**config.mk**
```make
export PLATFORM = sky130hd
export DESIGN_NAME = sid_post
export DESIGN_NICKNAME = d
export VERILOG_FILES = /design/src/design/assert_macros.svh /design/src/design/sid_pkg.sv /design/src/design/sid_post.sv
export SDC_FILE = /design/constraint.sdc
export NUM_CORES = 1
export LEC_CHECK = 0
export BUFFER_PORTS_ARGS = -buffer_cell sky130_fd_sc_hd__buf_4
export CORE_MARGIN = 8
export CORE_UTILIZATION = 45
export CTS_CLUSTER_SIZE = 30
export DETAILED_ROUTE_END_ITERATION = 16
export PLACE_DENSITY_LB_ADDON = 0.25
export SETUP_SLACK_MARGIN = 0.4
export SLEW_MARGIN = 10
export SYNTH_ARGS = -nofsm -noshare
export SYNTH_HDL_FRONTEND = slang
export SYNTH_SLANG_ARGS = --single-unit
export TNS_END_PERCENT = 50
```
**constraint.sdc**
```tcl
create_clock -name clock -period 4.2 [get_ports clock]
set_input_delay 0.84 -clock clock [delete_from_list [all_inputs] [get_ports clock]]
set_output_delay 0.84 -clock clock [all_outputs]
set_load 0.005 [all_outputs]
```
**src/design/assert_macros.svh**
```systemverilog
// Assertion macros used by the divider RTL.
// Relies on the including module providing clock and reset signals.
`ifndef ASSERT_MACROS_SVH
`define ASSERT_MACROS_SVH

// Same-cycle implication, checked outside reset
`define ASSERT_SAME(label, ante, cons) \
   label: assert property (@(posedge clock) disable iff (reset) (ante) |-> (cons)) \
      else $error("same-cycle check failed");

// Next-cycle implication, checked outside reset
`define ASSERT_NEXT(label, ante, cons) \
   label: assert property (@(posedge clock) disable iff (reset) (ante) |=> (cons)) \
      else $error("next-cycle check failed");

`endif

```
**src/design/sid_pkg.sv**
```systemverilog
// Shared types and constants for the signed integer divider.
// No dependencies; imported by every divider module.
`timescale 1ns / 1ps

package sid_pkg;

   // Operand and quotient width
   localparam int DATA_W = 32;

   localparam logic [DATA_W-1:0] SIGN_VAL = {1'b1, {(DATA_W-1){1'b0}}};
   localparam logic [DATA_W-1:0] ALL_ONES = {DATA_W{1'b1}};
   localparam logic [DATA_W-1:0] MAX_POS  = {1'b0, {(DATA_W-1){1'b1}}};

   // Partial state carried from one cell to the next
   typedef struct packed {
      logic [DATA_W-1:0] rem;   // partial remainder
      logic [DATA_W-1:0] nq;    // dividend bits still to shift in, quotient bits shifted out
      logic [DATA_W-1:0] den;   // divisor magnitude
      logic              neg;   // negate the final quotient
      logic              sat;   // saturate to the largest positive value
   } sid_work_type;

endpackage

```
**src/design/sid_post.sv**
```systemverilog
// Output stage of the divider: sign fix-up, saturation and result register.
// Depends on sid_pkg.
`timescale 1ns / 1ps

module sid_post (
   input  logic                           clock,
   input  logic                           reset,
   input  logic                           in_valid,
   output logic                           in_ready,
   input  sid_pkg::sid_work_type          in_work,
   output logic                           rsp_valid,
   input  logic                           rsp_ready,
   output logic signed [sid_pkg::DATA_W-1:0] rsp_quotient
);
   import sid_pkg::*;

   logic              valid_ff;
   logic [DATA_W-1:0] quot_ff;
   logic [DATA_W-1:0] quot_in;

   // Apply saturation or negate when the signs differ
   always_comb begin
      if (in_work.sat) begin
         quot_in = MAX_POS;
      end else if (in_work.neg) begin
         quot_in = DATA_W'(0) - in_work.nq;
      end else begin
         quot_in = in_work.nq;
      end
   end

   assign in_ready = !valid_ff || rsp_ready;

   // Hold the result until transfer
   always_ff @(posedge clock) begin
      if (reset) begin
         valid_ff <= 1'b0;
      end else if (in_ready) begin
         valid_ff <= in_valid;
      end
      if (in_ready && in_valid) begin
         quot_ff <= quot_in;
      end
   end

   assign rsp_valid    = valid_ff;
   assign rsp_quotient = signed'(quot_ff);

endmodule

```
# [After elaboration in Yosys (flattened, before gate mapping)]
# Index checks and enable logic that the tools add are counted.
[word_totals] wordCells=7 out_inout_bits=34 register_bits=33
[classes] mux=1 n_addsub=1 n_reduce_logical=3
[op_table] operator="$mux W32" count=1
[op_table] operator="$sub A1 B32 Y32 const A" count=1
[op_table] operator="$logic_and A1 B1 Y1" count=1
[op_table] operator="$logic_not A1 Y1" count=1
[op_table] operator="$logic_or A1 B1 Y1" count=1

# [Logic depth before layout (Yosys ltp)]
[logic_depth] depth_word=3 mapped_depth=7 depth_no_buf=6

# [Least setup slack after synthesis]
# Ideal clock, no wire load.
[synth_path] kind="input-to-reg" start="input port in_work[37] (netlist name)" end="register quot_ff[21], in the netlist rsp_quotient[21], data pin" stages=5 setup_slack_ns=1.474 t_required_ns=3.934 t_arrival_ns=2.460 n_path_buf=1 path_cell_list="or4_1 > clkbuf_2 > or4_4 > o41ai_2 > mux2i_1"
[synth_between] elab_chain_len=2
[synth_lines] item="start, declared" line="sid_post.sv:10" rtl="input sid_pkg::sid_work_type in_work,"
[synth_lines] item="$sub A1 B32 Y32" line="sid_post.sv:26" rtl="quot_in = DATA_W'(0) - in_work.nq;"
[synth_lines] item="$mux W32" line="sid_post.sv:25" rtl="end else if (in_work.neg) begin"
[synth_lines] item="end signal, assigned" line="sid_post.sv:42" rtl="quot_ff <= quot_in;"
[synth_lines] item="end, declared" line="sid_post.sv:18" rtl="logic [DATA_W-1:0] quot_ff;"
# Every way passes these cells.
# A chain may end at the register's enable or synchronous reset.

# [Worst setup path in the final report]
[layout_path] start="input port in_work[34] (netlist name)" end="register quot_ff[22], in the netlist rsp_quotient[22], data pin"
# Same word-level chain as after synthesis.

==> run summary <==
Largest net degree at the start of global routing: 34
DRT Wirelength: 4740 um
Synth Instances: 191
Proportion of synthesized area in mux cells: 8.20%
Global route total overflow: 0
Die width: 82.2 um
Max-Cap Viols: 0
Starting Density: 45.9%
Max-slew violations: 0
Layout Nets: 361
GRT Util Overall: 13.9%
Yosys top cell area share: 48.8%
Finish-stage setup viols: 0
Post-synth cell types: 33
Layout cell share with drive strength beyond 1: 32.9%
Inst Count DP: 303
Reg clk slew, reported paths: 0.07 ns
Chip height: 82.2 um
GR Util met1: 15.7%
Hold path start: rsp_valid
Root Driver: clkbuf_8
Most frequent cell after synthesis: edfxtp_1
Synth top cells by count: edfxtp_1 (32), nor2_1 (24), nor2b_1 (16)
Number of synthesized flops with an enable pin: 32
WP data arrival: 2.75 ns
Compound-Gate Fraction of Synth Area: 11.1%
Xor and xnor area share after synthesis: 5.34%
FILL cells: 382
Global-route wire length before repair: 7330 um
CTS tree: done
Period utilisation layout: 64.8%
Max-slew headroom: 49.8%
Final min period: 2.72 ns
Post-layout util: 60.6%
Hpwl dp: 3600 um
Clk buf depth: 2
Largest family of logic cells by synthesized area: simple AND/OR/NAND/NOR gates
CTS Buf Count: 5
CTS resizes: 0
Die area: 6750 sq um
Met2 Use GR: 23.8%
Ant. Diodes: 0
Via count: 1672
Final Hold Fails: 0
Synth Cell Area: 1970 sq um
Clk_lat worst skew: 0.28 ns
Cell Rows: 24
Seq cells post-synth: 33
Post-synthesis sequential area ratio: 49.8%
H-tree levels: 2
Clk sinks: 33
Vias per inst: 5.39
CP Class: in -> reg
Total Power: 758 uW
Worst-margin pin slew: 0.746 ns
ANT nets after route: 0
IO Port Bufs: 71
IO Pins: 136
Setup crit end kind: flop
Final std cells w/o fill: 310
DRC Markers: 0
RSZ-0062 raised after global routing: false
Synth Net Count: 294
Design area: 2600 sq um
Pwr/cell area: 291 nW/um^2
Highest Clock Rate: 367 MHz
Worst VDD drop: 152 uV
Avg WL per Cell: 15.3 um
Setup TNS: 0 ns
Status: completed
Area grow syn2layout: 32.2%
Ys Warns: 0
Number of global-route vias before repair: 1595
Crit path from: in_work[34]
Layout Skew: 0.00743 ns
Worst Path Required: 4.23 ns
Post-synth ARST share: 0%
Core Box Area: 4290 sq um
Post-CTS Repair Setup Buffers: 0
Initial DRC count: 81
Static Leak: 0.00105 uW
Top post-synthesis cells by area: edfxtp_1 (49%), mux2i_1 (7.6%), nor2b_1 (5.1%)
Dominant cell type by area after synthesis: edfxtp_1
Gpl congestion: 0.806
Syn avg cell area: 10.3 sq um
Most Crowded Layer GR: met2
Initial antenna violation count: 0
Post-DP Area: 2530 sq um
Post-CTS Hold Buffers: 0
Post-synth top flop: edfxtp_1
Synth Area in Simple Gates: 21.4%
CP max FO: 11
CP startpoint kind: input pin
Pre-Repair DR Iteration Count: 4
Class of the worst hold path: reg -> reg
Reg2Reg Launch Point: rsp_valid
Post-Synth Adder-Cell Area: 0.635%
GR Util met3: 4.98%
## logic make-up after synthesis
| family | count (synthesis) |
|---|---|
| xor+xnor | 12 |
| compound gates | 33 |
| mux | 16 |
| buf+inv | 18 |
| flops | 33 |
| simple gates | 78 |
| fa+ha+maj | 1 |
## cell usage in the layout (no fill, tap or decap), drive strengths merged, types with 2 or more instances in the layout
master / count
xor2: 11
buf: 72
and3: 2
a31oi: 7
nor4: 3
nor2: 24
mux2i: 15
edfxtp: 32
o21ai: 5
o41ai: 5
nor3: 5
a21oi: 9
or4: 7
nand2: 14
nor2b: 16
inv: 6
o31ai: 6
or3: 3
clkbuf: 6
## per-layer routing
layer | up-vias | wire [um]
met5 | - | 0
met4 | 0 | 88
met2 | 59 | 2390
met1 | 773 | 1820
li1 | 832 | -
met3 | 8 | 440
## layout make-up
type                    instances  area, sq um  area share [%]
clock buffers                   6         72.6            2.79
clock inverters                 1         3.75           0.144
inverters                       6         22.5           0.865
multi-input cells             140          918            35.3
flip-flops and latches         33          981            37.7
well taps                      52         65.1            2.50
repair buffers                 72          541            20.8
## critical path, cell delays in order
cell and delay (ns):
buf_4 0.12, inv_1 0.07, ha_1 0.16, or3b_2 0.58, nor4_1 0.61, a31oi_1 0.20, mux2i_1 0.16
## metrics by stage
| step | worst slack [ns] | hold slack, ns |
|---|---|---|
| after floorplan | 1.47 | 0.522 |
| after global placement | 1.22 | 0.502 |
| after detailed placement | 1.20 | 0.508 |
| after CTS | 1.49 | 0.517 |
| after global routing | 1.40 | 0.570 |
| final | 1.48 | 0.521 |
## path summary, 6_finish.rpt
path	to	slack [ns]	cells past startpoint
setup / recovery	rsp_quotient[22]	1.48	7
hold / removal	rsp_valid	0.52	2
setup reg to reg	rsp_quotient[16]	2.50	3
hold reg to reg	rsp_valid	0.52	2
## power by group
group	internal [uW]	switching, uW	leakage, uW
Sequential	387	5.40	0.000295
Clock	112	109	0.0000387
Combinational	74.7	70.7	0.000718
## sequential cells by signal, indices dropped and copies added, names as in the netlist
signal / cells
rsp_quotient: 32
rsp_valid: 1
Note: power is estimated with default switching activity, not from simulation.
