--- src/design/assert_macros.svh ---
// Assertion macros used by the divider RTL.
// Relies on the including module providing clock and reset signals.
`ifndef ASSERT_MACROS_SVH
`define ASSERT_MACROS_SVH

// Same-cycle implication, checked outside reset
`define ASSERT_SAME(label, ante, cons) \
   label: assert property (@(posedge clock) disable iff (reset) (ante) |-> (cons)) \
      else $error("same-cycle check failed");

// Next-cycle implication, checked outside reset
`define ASSERT_NEXT(label, ante, cons) \
   label: assert property (@(posedge clock) disable iff (reset) (ante) |=> (cons)) \
      else $error("next-cycle check failed");

`endif

--- src/design/sid_pkg.sv ---
// Shared types and constants for the signed integer divider.
// No dependencies; imported by every divider module.
`timescale 1ns / 1ps

package sid_pkg;

   // Operand and quotient width
   localparam int DATA_W = 32;

   localparam logic [DATA_W-1:0] SIGN_VAL = {1'b1, {(DATA_W-1){1'b0}}};
   localparam logic [DATA_W-1:0] ALL_ONES = {DATA_W{1'b1}};
   localparam logic [DATA_W-1:0] MAX_POS  = {1'b0, {(DATA_W-1){1'b1}}};

   // Partial state carried from one cell to the next
   typedef struct packed {
      logic [DATA_W-1:0] rem;   // partial remainder
      logic [DATA_W-1:0] nq;    // dividend bits still to shift in, quotient bits shifted out
      logic [DATA_W-1:0] den;   // divisor magnitude
      logic              neg;   // negate the final quotient
      logic              sat;   // saturate to the largest positive value
   } sid_work_type;

endpackage

--- src/design/sid_cell.sv ---
// One restoring division cell: resolves one quotient bit per transfer.
// Depends on sid_pkg.
`timescale 1ns / 1ps

module sid_cell (
   input  logic                  clock,
   input  logic                  reset,
   input  logic                  in_valid,
   output logic                  in_ready,
   input  sid_pkg::sid_work_type in_work,
   output logic                  out_valid,
   input  logic                  out_ready,
   output sid_pkg::sid_work_type out_work
);
   import sid_pkg::*;

   logic              valid_ff;
   sid_work_type      work_ff;
   sid_work_type      work_in;
   logic [DATA_W:0]   trial;
   logic [DATA_W:0]   diff;

   // Shift in the next dividend bit and try the subtraction
   always_comb begin
      trial   = {in_work.rem, in_work.nq[DATA_W-1]};
      diff    = trial - {1'b0, in_work.den};
      work_in = in_work;
      if (!diff[DATA_W]) begin
         work_in.rem = diff[DATA_W-1:0];
         work_in.nq  = {in_work.nq[DATA_W-2:0], 1'b1};
      end else begin
         work_in.rem = trial[DATA_W-1:0];
         work_in.nq  = {in_work.nq[DATA_W-2:0], 1'b0};
      end
   end

   assign in_ready = !valid_ff || out_ready;

   // Hold or advance the cell register
   always_ff @(posedge clock) begin
      if (reset) begin
         valid_ff <= 1'b0;
      end else if (in_ready) begin
         valid_ff <= in_valid;
      end
      if (in_ready && in_valid) begin
         work_ff <= work_in;
      end
   end

   assign out_valid = valid_ff;
   assign out_work  = work_ff;

endmodule

--- config.mk ---
export PLATFORM = sky130hd
export DESIGN_NAME = sid_cell
export DESIGN_NICKNAME = d
export VERILOG_FILES = /design/src/design/assert_macros.svh /design/src/design/sid_pkg.sv /design/src/design/sid_cell.sv
export SDC_FILE = /design/constraint.sdc
export NUM_CORES = 1
export LEC_CHECK = 0
export BUFFER_PORTS_ARGS = -buffer_cell sky130_fd_sc_hd__buf_2
export CORE_MARGIN = 2
export CORE_UTILIZATION = 54
export CTS_CLUSTER_DIAMETER = 100
export DETAILED_ROUTE_END_ITERATION = 8
export PLACE_DENSITY = 0.87
export SLEW_MARGIN = 20
export SYNTH_ARGS = -nofsm -noshare
export SYNTH_HDL_FRONTEND = slang
export SYNTH_SLANG_ARGS = --single-unit
--- constraint.sdc ---
create_clock -name clock -period 7.8 [get_ports clock]
set_input_delay 1.17 -clock clock [delete_from_list [all_inputs] [get_ports clock]]
set_output_delay 1.17 -clock clock [all_outputs]
set_load 0.05 [all_outputs]
* Word-level counts from Yosys, hierarchy flattened *
Index checks and enable logic that the tools add are counted.

storage, ports and cells
  register bits = 99
  bits of input ports = 102
  output and inout bits = 100

cells by class
  add/subtract/negate cells = 1
  muxes and demuxes = 1
  reductions and logical operators = 3

operators by type and width
  cell               count
  $mux 64            1
  $sub 33x32->33     1
  $logic_and 1x1->1  1
  $logic_not 1->1    1
  $logic_or 1x1->1   1

* Longest topological paths before layout *
  word-level depth = 3
  depth in mapped cells = 13

* Least setup slack after synthesis *
OpenSTA, ideal clock, no wires.

  path type = input port to flip-flop
  from = input port out_ready
  to = register work_ff, in the netlist out_work[0] (enable)
  library setup time = 467 ps
  data arrival time = 3,979 ps
  setup slack = 3,353 ps
  stages on the path = 2
  path buffers = 0
  cells stage by stage = nand2b_1 and2_1

on the way
  word-level cells in the longest chain between the ends = 2

RTL lines
  element               RTL line        RTL
  start, declared       sid_cell.sv:12  input logic out_ready,
  $logic_or 1x1->1      sid_cell.sv:37  assign in_ready = !valid_ff || out_ready;
  $logic_and 1x1->1     sid_cell.sv:46  if (in_ready && in_valid) begin
  end signal, assigned  sid_cell.sv:47  work_ff <= work_in;
  end, declared         sid_cell.sv:18  sid_work_type work_ff;

Every way passes these cells.
A chain may end at the register's enable or synchronous reset.

==> impl_metrics.py <==
metrics = {
    "timing": {
        "tightest_slew_ns": 0.7778,
        "fin_ws_ns": 3.459,
        "setup_violations": 0,
        "rsz0062_at_grt": "false",
        "tns_ns": 0,
        "min_period_over_period_pct": 55.65,
        "fmax_ghz": 0.2304,
        "min_period_ns": 4.341,
        "max-slew-margin-rel_pct": 48.15,
        "clock-skew-final_ns": 0.01791,
        "finalHoldViolCount": 0,
        "final_max_slew_viol_count": 0,
    },
    "min_path": {
        "hold_class": "reg2reg",
    },
    "yosys": {
        "synth_top_area_share_pct": 54.26,
        "synth_area_leader_cell": "edfxtp_1",
        "syn_avg_cell_area_um2": 11.71,
        "netlist-cell-type-count": 52,
        "synthesis.area_um2": 5424,
        "synth-edff-count": 98,
        "yosysWarningCount": 0,
        "synth-seq-area-share_pct": 54.63,
        "synth_nets": 598,
        "synth.area.top_cells": "edfxtp_1 (54%), ha_1 (7.4%), mux2_4 (5.0%), nand2_1 (3.3%), a21oi_1 (2.8%)",
        "synthCells": 463,
        "ys_ff_latch": 99,
        "async_flop_share_pct": 0,
        "synthFlopType": "edfxtp_1",
    },
    "routing": {
        "drt_iter0_drc": 255,
        "ant_nets": 0,
        "routed_via_density": 5.389,
        "vias": 4295,
        "drt-total-wl_mm": 13.27,
        "routedWlPerCell_um": 16.64,
        "firstDrtPassIters": 4,
        "drc": 0,
    },
    "grt": {
        "globalRouteTotalUtil_pct": 24.33,
        "antenna_found_initial": 0,
        "grt_max_degree": 62,
        "grt_pass1_vias": 4305,
        "grt-ovfl-total": 0,
        "grt_pass1_wl_mm": 20.93,
    },
    "worst_setup_path": {
        "cp_cell_sequence": "buf_2 > inv_1 > ha_1 > a21oi_4 > o211ai_1 > a221o_1 > a211o_1 > o21a_1 > o211ai_4 > inv_2 > mux2_4",
        "slowest_stage": "o211ai_4",
        "critPathKind": "in2reg",
        "cp_max_fo": 28,
        "required_ns": 7.92,
        "cp_slowest_stage_delay_ns": 0.64,
        "arrival_ns": 4.46,
        "start_kind": "input port",
        "end_kind": "flip-flop",
    },
    "cts": {
        "cts-root-buf": "clkbuf_8",
        "cts_hold_buf": 0,
        "numCtsBuffers": 9,
        "cts_resized": 0,
        "post_cts_buffers": 0,
        "cts_sinks": 99,
        "clkLatencyLatePin_ns": 0.37,
        "cts_tree": "done",
        "clockBufferDepth": 2,
        "h-tree-depth": 3,
        "clkTransAtPathRegs_ns": 0.11,
    },
    "placed_design": {
        "dp_hpwl_mm": 10.26,
        "dpl-instance-area_um2": 6523,
        "portBuffers": 201,
        "gp_congestion": 0.8959,
        "pre_cts_ws_ns": 3.080,
    },
    "final_layout": {
        "fin_nets": 794,
        "utilization_pct": 68.54,
        "diodes": 0,
        "drive_gt1_share_pct": 36.14,
        "syn_to_final_growth_pct": 23.51,
        "fin_area_um2": 6699,
    },
    "pwr": {
        "p_sw_mw": 0.5198,
        "p_leak_nw": 3.091,
        "power_frac_clock_pct": 21.6,
        "p_total_mw": 1.433,
        "intPower_mw": 0.9133,
        "combPwrFrac_pct": 32.9,
        "swShare_pct": 36.27,
        "power_density_nw_per_um2": 213.9,
        "irDropWorstVdd_uv": 106.7,
        "pwr-share-seq_pct": 45.6,
    },
    "floorplanning": {
        "core_um2": 9774,
        "die_w_um": 104.2,
        "initial_core_util_pct": 55.49,
        "die_area_um2": 10860,
        "fp-row-count": 36,
        "io_pins": 202,
        "die_h_um": 104.2,
    },
    "job": {
        "cap_viol_max_count": 0,
    },
    "outcome": {
        "status": "completed",
    },
}
-- routing by layer --
metal	share of wire [%]	routed length (um)	up-vias	global-route usage (%)
met2	49	6470	178	41.73
met5	0	0	-	0
met3	4.7	623	21	3.195
li1	-	-	2098	-
met4	1.9	250	0	8.880
met1	45	5921	1998	31.75
-- worst paths after layout --
path                     from      endpoint  slack (ns)  depth (start not counted)
setup / recovery  in_work[18]  out_work[83]        3.46                         11
hold reg to reg     out_valid     out_valid        0.54                          2
hold / removal      out_valid     out_valid        0.54                          2
setup reg to reg    out_valid  out_work[49]        5.73                          3
-- critical path, delay by kind of cell --
kind	cells	cell delay (ns)
fa+ha+maj	1	0.41
buf+inv	3	0.62
compound gates	6	1.81
mux	1	0.41
-- cells in the final DEF (no fill, tap or decap), types with 5 or more instances in the layout --
| cell type | count |
|---|---|
| buf_2 | 201 |
| edfxtp_1 | 98 |
| nand2_1 | 47 |
| inv_1 | 39 |
| ha_1 | 32 |
| a21oi_1 | 30 |
| o21ai_0 | 27 |
| nor2_1 | 23 |
| mux2_4 | 18 |
| a21o_1 | 15 |
| xnor2_1 | 15 |
| nand3_1 | 9 |
| xor2_1 | 9 |
| clkbuf_8 | 9 |
| o211ai_1 | 6 |
| and3_1 | 6 |
| nand2b_1 | 5 |
| nor2b_1 | 5 |
| o21a_1 | 5 |
| nand4_1 | 5 |
| o21bai_1 | 5 |
-- Yosys cell counts (4+ instances only) --
master,number
nor2b_1,5
edfxtp_1,98
o21bai_1,5
inv_1,39
o21a_1,5
nand2b_1,5
a21boi_0,4
nand4_1,5
nand3_1,9
clkbuf_1,13
xnor2_1,15
a21oi_1,30
nor2_1,23
and3_1,6
o21ai_0,27
mux2_4,18
a211oi_1,4
xor2_1,9
o31ai_1,4
o211ai_1,6
a21o_1,15
ha_1,32
nand2_1,47
-- layout make-up --
type / instances / area (um^2)
flip-flops and latches: 99 / 2963
multi-input cells: 307 / 2230
repair buffers: 202 / 1013
inverters: 40 / 150.1
clock inverters: 6 / 48.80
clock buffers: 10 / 127.6
well taps: 133 / 166.4
fillers: 747 / 3075
-- state kept, by name, summed over array words and instances, names as in the netlist --
name and count:
out_work 98, out_valid 1
-- per-stage QoR --
stage / hold WS, ns / cells
final: 0.5383 / 797
after global routing: 0.5638 / 797
after CTS: 0.5388 / 797
after detailed placement: 0.5244 / 781
after global placement: 0.5013 / 781
after floorplan: 1.114 / 463
-- power groups by stage --
stage | Sequential, mW | Combinational (mW) | Clock [mW]
after CTS | 0.653 | 0.470 | 0.314
final | 0.653 | 0.471 | 0.309
after floorplan | 0.819 | 0.202 | 0
after detailed placement | 0.665 | 0.468 | 0
after global routing | 0.657 | 0.502 | 0.334
after global placement | 0.663 | 0.459 | 0
-- cells by family (layout without fill, tap and decap cells) --
family | after synthesis | count (layout) | synth area share (%)
xor gates and xnor gates | 24 | 24 | 3.876
and+or+nand+nor | 113 | 113 | 9.758
adders and majority gates | 33 | 33 | 7.751
AOI/OAI and AO/OA | 118 | 118 | 14.51
muxes | 19 | 19 | 5.167
DFF | 99 | 99 | 54.63
buffers and inverters | 57 | 258 | 4.314
No activity file was read; power rests on OpenSTA's default activity.
