--- src/design/assert_macros.svh ---
// Assertion macros used by the divider RTL.
// Relies on the including module providing clock and reset signals.
`ifndef ASSERT_MACROS_SVH
`define ASSERT_MACROS_SVH

// Same-cycle implication, checked outside reset
`define ASSERT_SAME(label, ante, cons) \
   label: assert property (@(posedge clock) disable iff (reset) (ante) |-> (cons)) \
      else $error("same-cycle check failed");

// Next-cycle implication, checked outside reset
`define ASSERT_NEXT(label, ante, cons) \
   label: assert property (@(posedge clock) disable iff (reset) (ante) |=> (cons)) \
      else $error("next-cycle check failed");

`endif

--- src/design/sid_pkg.sv ---
// Shared types and constants for the signed integer divider.
// No dependencies; imported by every divider module.
`timescale 1ns / 1ps

package sid_pkg;

   // Operand and quotient width
   localparam int DATA_W = 32;

   localparam logic [DATA_W-1:0] SIGN_VAL = {1'b1, {(DATA_W-1){1'b0}}};
   localparam logic [DATA_W-1:0] ALL_ONES = {DATA_W{1'b1}};
   localparam logic [DATA_W-1:0] MAX_POS  = {1'b0, {(DATA_W-1){1'b1}}};

   // Partial state carried from one cell to the next
   typedef struct packed {
      logic [DATA_W-1:0] rem;   // partial remainder
      logic [DATA_W-1:0] nq;    // dividend bits still to shift in, quotient bits shifted out
      logic [DATA_W-1:0] den;   // divisor magnitude
      logic              neg;   // negate the final quotient
      logic              sat;   // saturate to the largest positive value
   } sid_work_type;

endpackage

--- src/design/sid_prep.sv ---
// Input stage of the divider: magnitudes, sign and saturation flags.
// Depends on sid_pkg.
`timescale 1ns / 1ps

module sid_prep (
   input  logic                           clock,
   input  logic                           reset,
   input  logic                           req_valid,
   output logic                           req_ready,
   input  logic signed [sid_pkg::DATA_W-1:0] req_dividend,
   input  logic signed [sid_pkg::DATA_W-1:0] req_divisor,
   output logic                           out_valid,
   input  logic                           out_ready,
   output sid_pkg::sid_work_type          out_work
);
   import sid_pkg::*;

   logic         valid_ff;
   sid_work_type work_ff;
   sid_work_type work_in;
   logic         a_neg;
   logic         d_neg;

   // Form magnitudes and flag the saturating cases
   always_comb begin
      a_neg        = req_dividend[DATA_W-1];
      d_neg        = req_divisor[DATA_W-1];
      work_in.rem  = '0;
      work_in.nq   = a_neg ? (DATA_W'(0) - DATA_W'(req_dividend)) : DATA_W'(req_dividend);
      work_in.den  = d_neg ? (DATA_W'(0) - DATA_W'(req_divisor)) : DATA_W'(req_divisor);
      work_in.neg  = a_neg ^ d_neg;
      work_in.sat  = (req_divisor == '0) ||
                     ((DATA_W'(req_dividend) == SIGN_VAL) && (DATA_W'(req_divisor) == ALL_ONES));
   end

   assign req_ready = !valid_ff || out_ready;

   // Hold or advance the stage register
   always_ff @(posedge clock) begin
      if (reset) begin
         valid_ff <= 1'b0;
      end else if (req_ready) begin
         valid_ff <= req_valid;
      end
      if (req_ready && req_valid) begin
         work_ff <= work_in;
      end
   end

   assign out_valid = valid_ff;
   assign out_work  = work_ff;

endmodule

--- config.mk ---
export PLATFORM = sky130hd
export DESIGN_NAME = sid_prep
export DESIGN_NICKNAME = d
export VERILOG_FILES = /design/src/design/assert_macros.svh /design/src/design/sid_pkg.sv /design/src/design/sid_prep.sv
export SDC_FILE = /design/constraint.sdc
export NUM_CORES = 1
export LEC_CHECK = 0
export BUFFER_PORTS_ARGS = -buffer_cell sky130_fd_sc_hd__buf_2
export CORE_MARGIN = 8
export CORE_UTILIZATION = 50
export CTS_BUF_LIST = sky130_fd_sc_hd__clkbuf_2 sky130_fd_sc_hd__clkbuf_4 sky130_fd_sc_hd__clkbuf_8
export DETAILED_ROUTE_END_ITERATION = 10
export GPL_TIMING_DRIVEN = 0
export HOLD_SLACK_MARGIN = 0.12
export PLACE_DENSITY = 0.94
export SKIP_LAST_GASP = 1
export SYNTH_ARGS = -nofsm -noshare
export SYNTH_HDL_FRONTEND = slang
export SYNTH_SLANG_ARGS = --single-unit
--- constraint.sdc ---
create_clock -name clock -period 5.8 [get_ports clock]
set_input_delay 1.16 -clock clock [delete_from_list [all_inputs] [get_ports clock]]
set_output_delay 1.16 -clock clock [all_outputs]
set_load 0.05 [all_outputs]
---- After elaboration in Yosys (flattened, before gate mapping) ----
Index checks and enable logic that the tools add are counted.
operators by class
  add/subtract/negate cells ............... 2
  multiply operators ...................... 0
  divide/modulo/power cells ............... 0
  magnitude comparators ................... 0
  equality and inequality tests ........... 2
  shift-type cells ........................ 0
  multiplexer cells ....................... 2
  bitwise logic cells ..................... 1
  reduce and logical (&&, ||, !) cells .... 6
operators with widths
  operator                 number
  $eq A32 B32 Y1 const B   2
  $sub A1 B32 Y32 const A  2
  $mux W31                 2
  $logic_not A32 Y1        1
  $logic_and A1 B1 Y1      2
  $logic_or A1 B1 Y1       2
  $logic_not A1 Y1         1
  $xor A1 B1 Y1            1
storage, ports and cells
  flip-flop bits (word level) ............. 67
  latch bits .............................. 0
  RAM bits ................................ 0
  ROM bits ................................ 0
  output and inout bits ................... 100
  memories kept ........................... 0

---- Longest topological paths before layout ----
  depth in word-level cells ............... 3
  gate-level depth with buffers ........... 6

---- Least setup slack after synthesis ----
No wires, ideal clock.
  path type ............................... input port to flip-flop
  start ................................... in out_ready
  end ..................................... reg work_ff, in the netlist out_work[0] (enable)
  setup time .............................. 0.431 ns
  arrival time ............................ 3.255 ns
  data required time ...................... 5.369 ns
  slack ................................... 2.114 ns
  stages on the path ...................... 2
  path buffers ............................ 0
  cell sequence ........................... nand2b_1 > and2_1
between the ends
  cells in the longest elaborated chain, start to end .. 2
RTL lines
  what                  RTL line        source
  from (decl)           sid_prep.sv:13  input logic out_ready,
  $logic_or A1 B1 Y1    sid_prep.sv:36  assign req_ready = !valid_ff || out_ready;
  $logic_and A1 B1 Y1   sid_prep.sv:45  if (req_ready && req_valid) begin
  to (signal assigned)  sid_prep.sv:46  work_ff <= work_in;
  to (decl)             sid_prep.sv:19  sid_work_type work_ff;
No other way between the ends.
A chain may end at the register's enable or synchronous reset.

---- Worst setup path in the final report ----
  start ................................... in out_ready
  end ..................................... out req_ready
between the ends
  cells in the longest elaborated chain, start to end .. 1
RTL lines
  what                RTL line        source
  $logic_or A1 B1 Y1  sid_prep.sv:36
  to (decl)           sid_prep.sv:9   output logic req_ready,
No other way between the ends.

==> results.json <==
{
  "critical_path.cell_chain": "buf_2 > nand2b_1 > buf_2",
  "syn_area_per_cell_sq_um": 12.14,
  "layout-drive-gt1-share_pct": 40.32,
  "synthMostInstantiatedCell": "edfxtp_1",
  "cts_hold_buffers": 0,
  "grt.met3_usage_pct": 8.488,
  "path_clk_slew_ps": 70,
  "busiest_layer": "met2",
  "ys_types": 43,
  "die_w_um": 104.1,
  "die_h_um": 104.1,
  "hold_viol": 0,
  "cp-start-kind": "input port",
  "core_region_area_sq_um": 7607,
  "grt_max_degree": 67,
  "synth_common_cells": "edfxtp_1 (66), xnor2_1 (57), buf_4 (32)",
  "grt_pass1_wl_mm": 16.87,
  "p_leak_nw": 1.958,
  "hp-class": "flip-flop to flip-flop",
  "cpPeakStageDelay_ps": 280,
  "required_ps": 4640,
  "via_per_inst": 5.244,
  "cp_top_family": "buffers and inverters",
  "ctsResizeCount": 0,
  "critPathLaunch": "out_ready",
  "yosysSeqAreaShare_pct": 51.55,
  "skew_ps": 8.804,
  "slew_violations": 0,
  "diodes": 0,
  "io_pins": 168,
  "vias": 3162,
  "root_buffer": "clkbuf_8",
  "route.detailed.drc": 0,
  "maxSlewHeadroom_pct": 43.71,
  "postCtsSetupRepairBufs": 0,
  "fmax_mhz": 353.9,
  "place_congestion": 0.8266,
  "grt-ovfl-total": 0,
  "grt_use_met1_pct": 20.41,
  "synth_ff_type": "edfxtp_1",
  "nets": 569,
  "rsz0062_at_grt": "no",
  "r2r_end": "out_work[10]$_DFFE_PP_",
  "grt_pass1_vias": 3393,
  "routed_wl_mm": 10.48,
  "netlist_area_sq_um": 3884,
  "rows": 32,
  "cp.depth": 3,
  "worstPathArrival_ps": 1670,
  "finalCritPeriodShare_pct": 48.71,
  "antenna_found_initial": 0,
  "synth_edf_count": 66,
  "final_antenna_net_count": 0,
  "critPathBufInv": 2,
  "r2r_start": "out_valid$_SDFFE_PP0N_",
  "syn_inst": 320,
  "peakVddDrop_mv": 0.1294,
  "ys_seq_elements": 67,
  "cts_buffers": 9,
  "worstRegToRegCells": 2,
  "status": "completed",
  "area_growth_pct": 27.90,
  "grt.total_usage_pct": 19.25,
  "worst_skew_pair.late_latency_ps": 330,
  "crit_slowest_cell": "buf_2",
  "crit_end": "req_ready",
  "cts_sinks": 67,
  "cpMostUsedCell": "buf_2",
  "ys.warnings.count": 0,
  "worstSetupPathType": "input port to output port",
  "min_period_ps": 2825,
  "synth.area.top_cells": "edfxtp_1 (51%), xnor2_1 (13%), buf_4 (6.2%)",
  "powerDensity_nw_per_um2": 262.3,
  "floorplan.initialDensity_pct": 51.05,
  "cp_max_fo": 3,
  "regToRegSetupSlack_ps": 4240,
  "cap_violations": 0,
  "tightest_slew_ps": 844.4,
  "first_pass_iters": 4,
  "setup_viol": 0,
  "postSynth.asyncResetShare_pct": 0,
  "wire_per_inst_um": 17.38,
  "cts.path.max_buffers": 2,
  "final_cells": 603,
  "hpwlAfterDp_mm": 8.373,
  "dp.cells": 587,
  "yosysTopAreaCell": "edfxtp_1",
  "cts_tree": "done",
  "fin_setup_tns_ps": 0,
  "drtIter0Drc": 147,
  "fp.dieArea_sq_um": 10840,
  "use_met2_pct": 32.58,
  "cts-htree-levels": 3,
  "portBuffers": 134,
  "synth_top_area_share_pct": 51.03,
  "cp-end-kind": "output port"
}
==> worst min path at each step <==
stage,cells past startpoint,startpoint,end
3_5_place_dp,2,out_valid$_SDFFE_PP0N_,out_valid$_SDFFE_PP0N_
4_1_cts,2,out_valid$_SDFFE_PP0N_,out_valid$_SDFFE_PP0N_
3_3_place_gp,2,out_valid$_SDFFE_PP0N_,out_valid$_SDFFE_PP0N_
5_1_grt,2,out_valid$_SDFFE_PP0N_,out_valid$_SDFFE_PP0N_
2_1_floorplan,2,out_valid$_SDFFE_PP0N_,out_valid$_SDFFE_PP0N_
6_report,2,out_valid$_SDFFE_PP0N_,out_valid$_SDFFE_PP0N_
==> worst min-delay path, delay by kind of cell, from the launching register on <==
| kind | cells | cell delay, ps |
|---|---|---|
| AO/OA/AOI/OAI | 1 | 80 |
| flip-flops | 1 | 320 |
| AND/OR/NAND/NOR | 1 | 120 |
==> flip-flops by register name, summed over array words and instances (netlist names) <==
| register | flops |
|---|---|
| out_valid | 1 |
| out_work | 66 |
==> logic make-up after synthesis <==
| group | Yosys count | synth area share [%] |
|---|---|---|
| flops | 67 | 51.55 |
| buf+inv | 49 | 7.860 |
| simple gates | 87 | 14.18 |
| other cells | 1 | 0.09656 |
| fa+ha+maj | 5 | 1.611 |
| xor+xnor | 59 | 13.31 |
| compound gates | 52 | 11.40 |
==> cell type report <==
type | instances | area, sq um
tap | 102 | 127.6
sequential | 67 | 2002
multi-input combinational | 235 | 1695
fill | 597 | 2640
clock buffer | 12 | 146.4
buffer | 43 | 282.8
timing repair buffer | 134 | 670.6
clock inverter | 4 | 20.02
inverter | 6 | 22.52
==> per-layer routing <==
metal / share of wire, % / vias up
met5: 0 / -
met4: 2.6 / 0
met3: 11 / 23
met2: 48 / 199
met1: 38 / 1436
li1: - / 1504
==> where the power goes <==
part           internal [mW]  leakage (nW)  total, mW  switching (mW)
Combinational         0.0986          1.22      0.374           0.275
Clock                  0.167        0.0942      0.337           0.170
Sequential             0.583         0.648      0.592         0.00932
==> layout by cell type (no fill, tap or decap), types with 2 or more instances in the layout <==
master / synthesis / final
nand4_1: 9 / 9
nor2_1: 8 / 8
nor4_2: 4 / 4
o31ai_1: 17 / 17
or2_2: 2 / 2
clkinv_2: 0 / 4
o41ai_2: 6 / 6
or4_1: 6 / 6
o41ai_1: 15 / 15
conb_1: 1 / 32
edfxtp_1: 66 / 66
clkbuf_1: 9 / 9
clkbuf_4: 0 / 3
nand2b_1: 4 / 4
clkbuf_8: 0 / 9
buf_2: 1 / 135
nand3b_1: 4 / 4
o21ai_1: 2 / 2
nand3_1: 4 / 4
nor4_1: 4 / 4
ha_1: 5 / 5
xor2_1: 2 / 2
inv_1: 6 / 6
nand2_1: 20 / 20
nor3_1: 5 / 5
xnor2_1: 57 / 57
or3_1: 6 / 6
buf_4: 32 / 32
o21ai_0: 8 / 8
==> through the flow <==
step                      hold slack (ps)  utilization, %  cell area (sq um)  power, mW  setup WS [ps]
after floorplan                      1114               -               4000     0.8777           2114
after global routing                574.4           65.30               4967      1.356           2954
after CTS                           554.6           65.30               4967      1.312           2974
after detailed placement            542.3           63.11               4801     0.9756           2756
after global placement              480.3           63.08               4798     0.9688           1883
final                               554.3           65.30               4967      1.303           2975
Note: power is estimated with default switching activity, not from simulation.
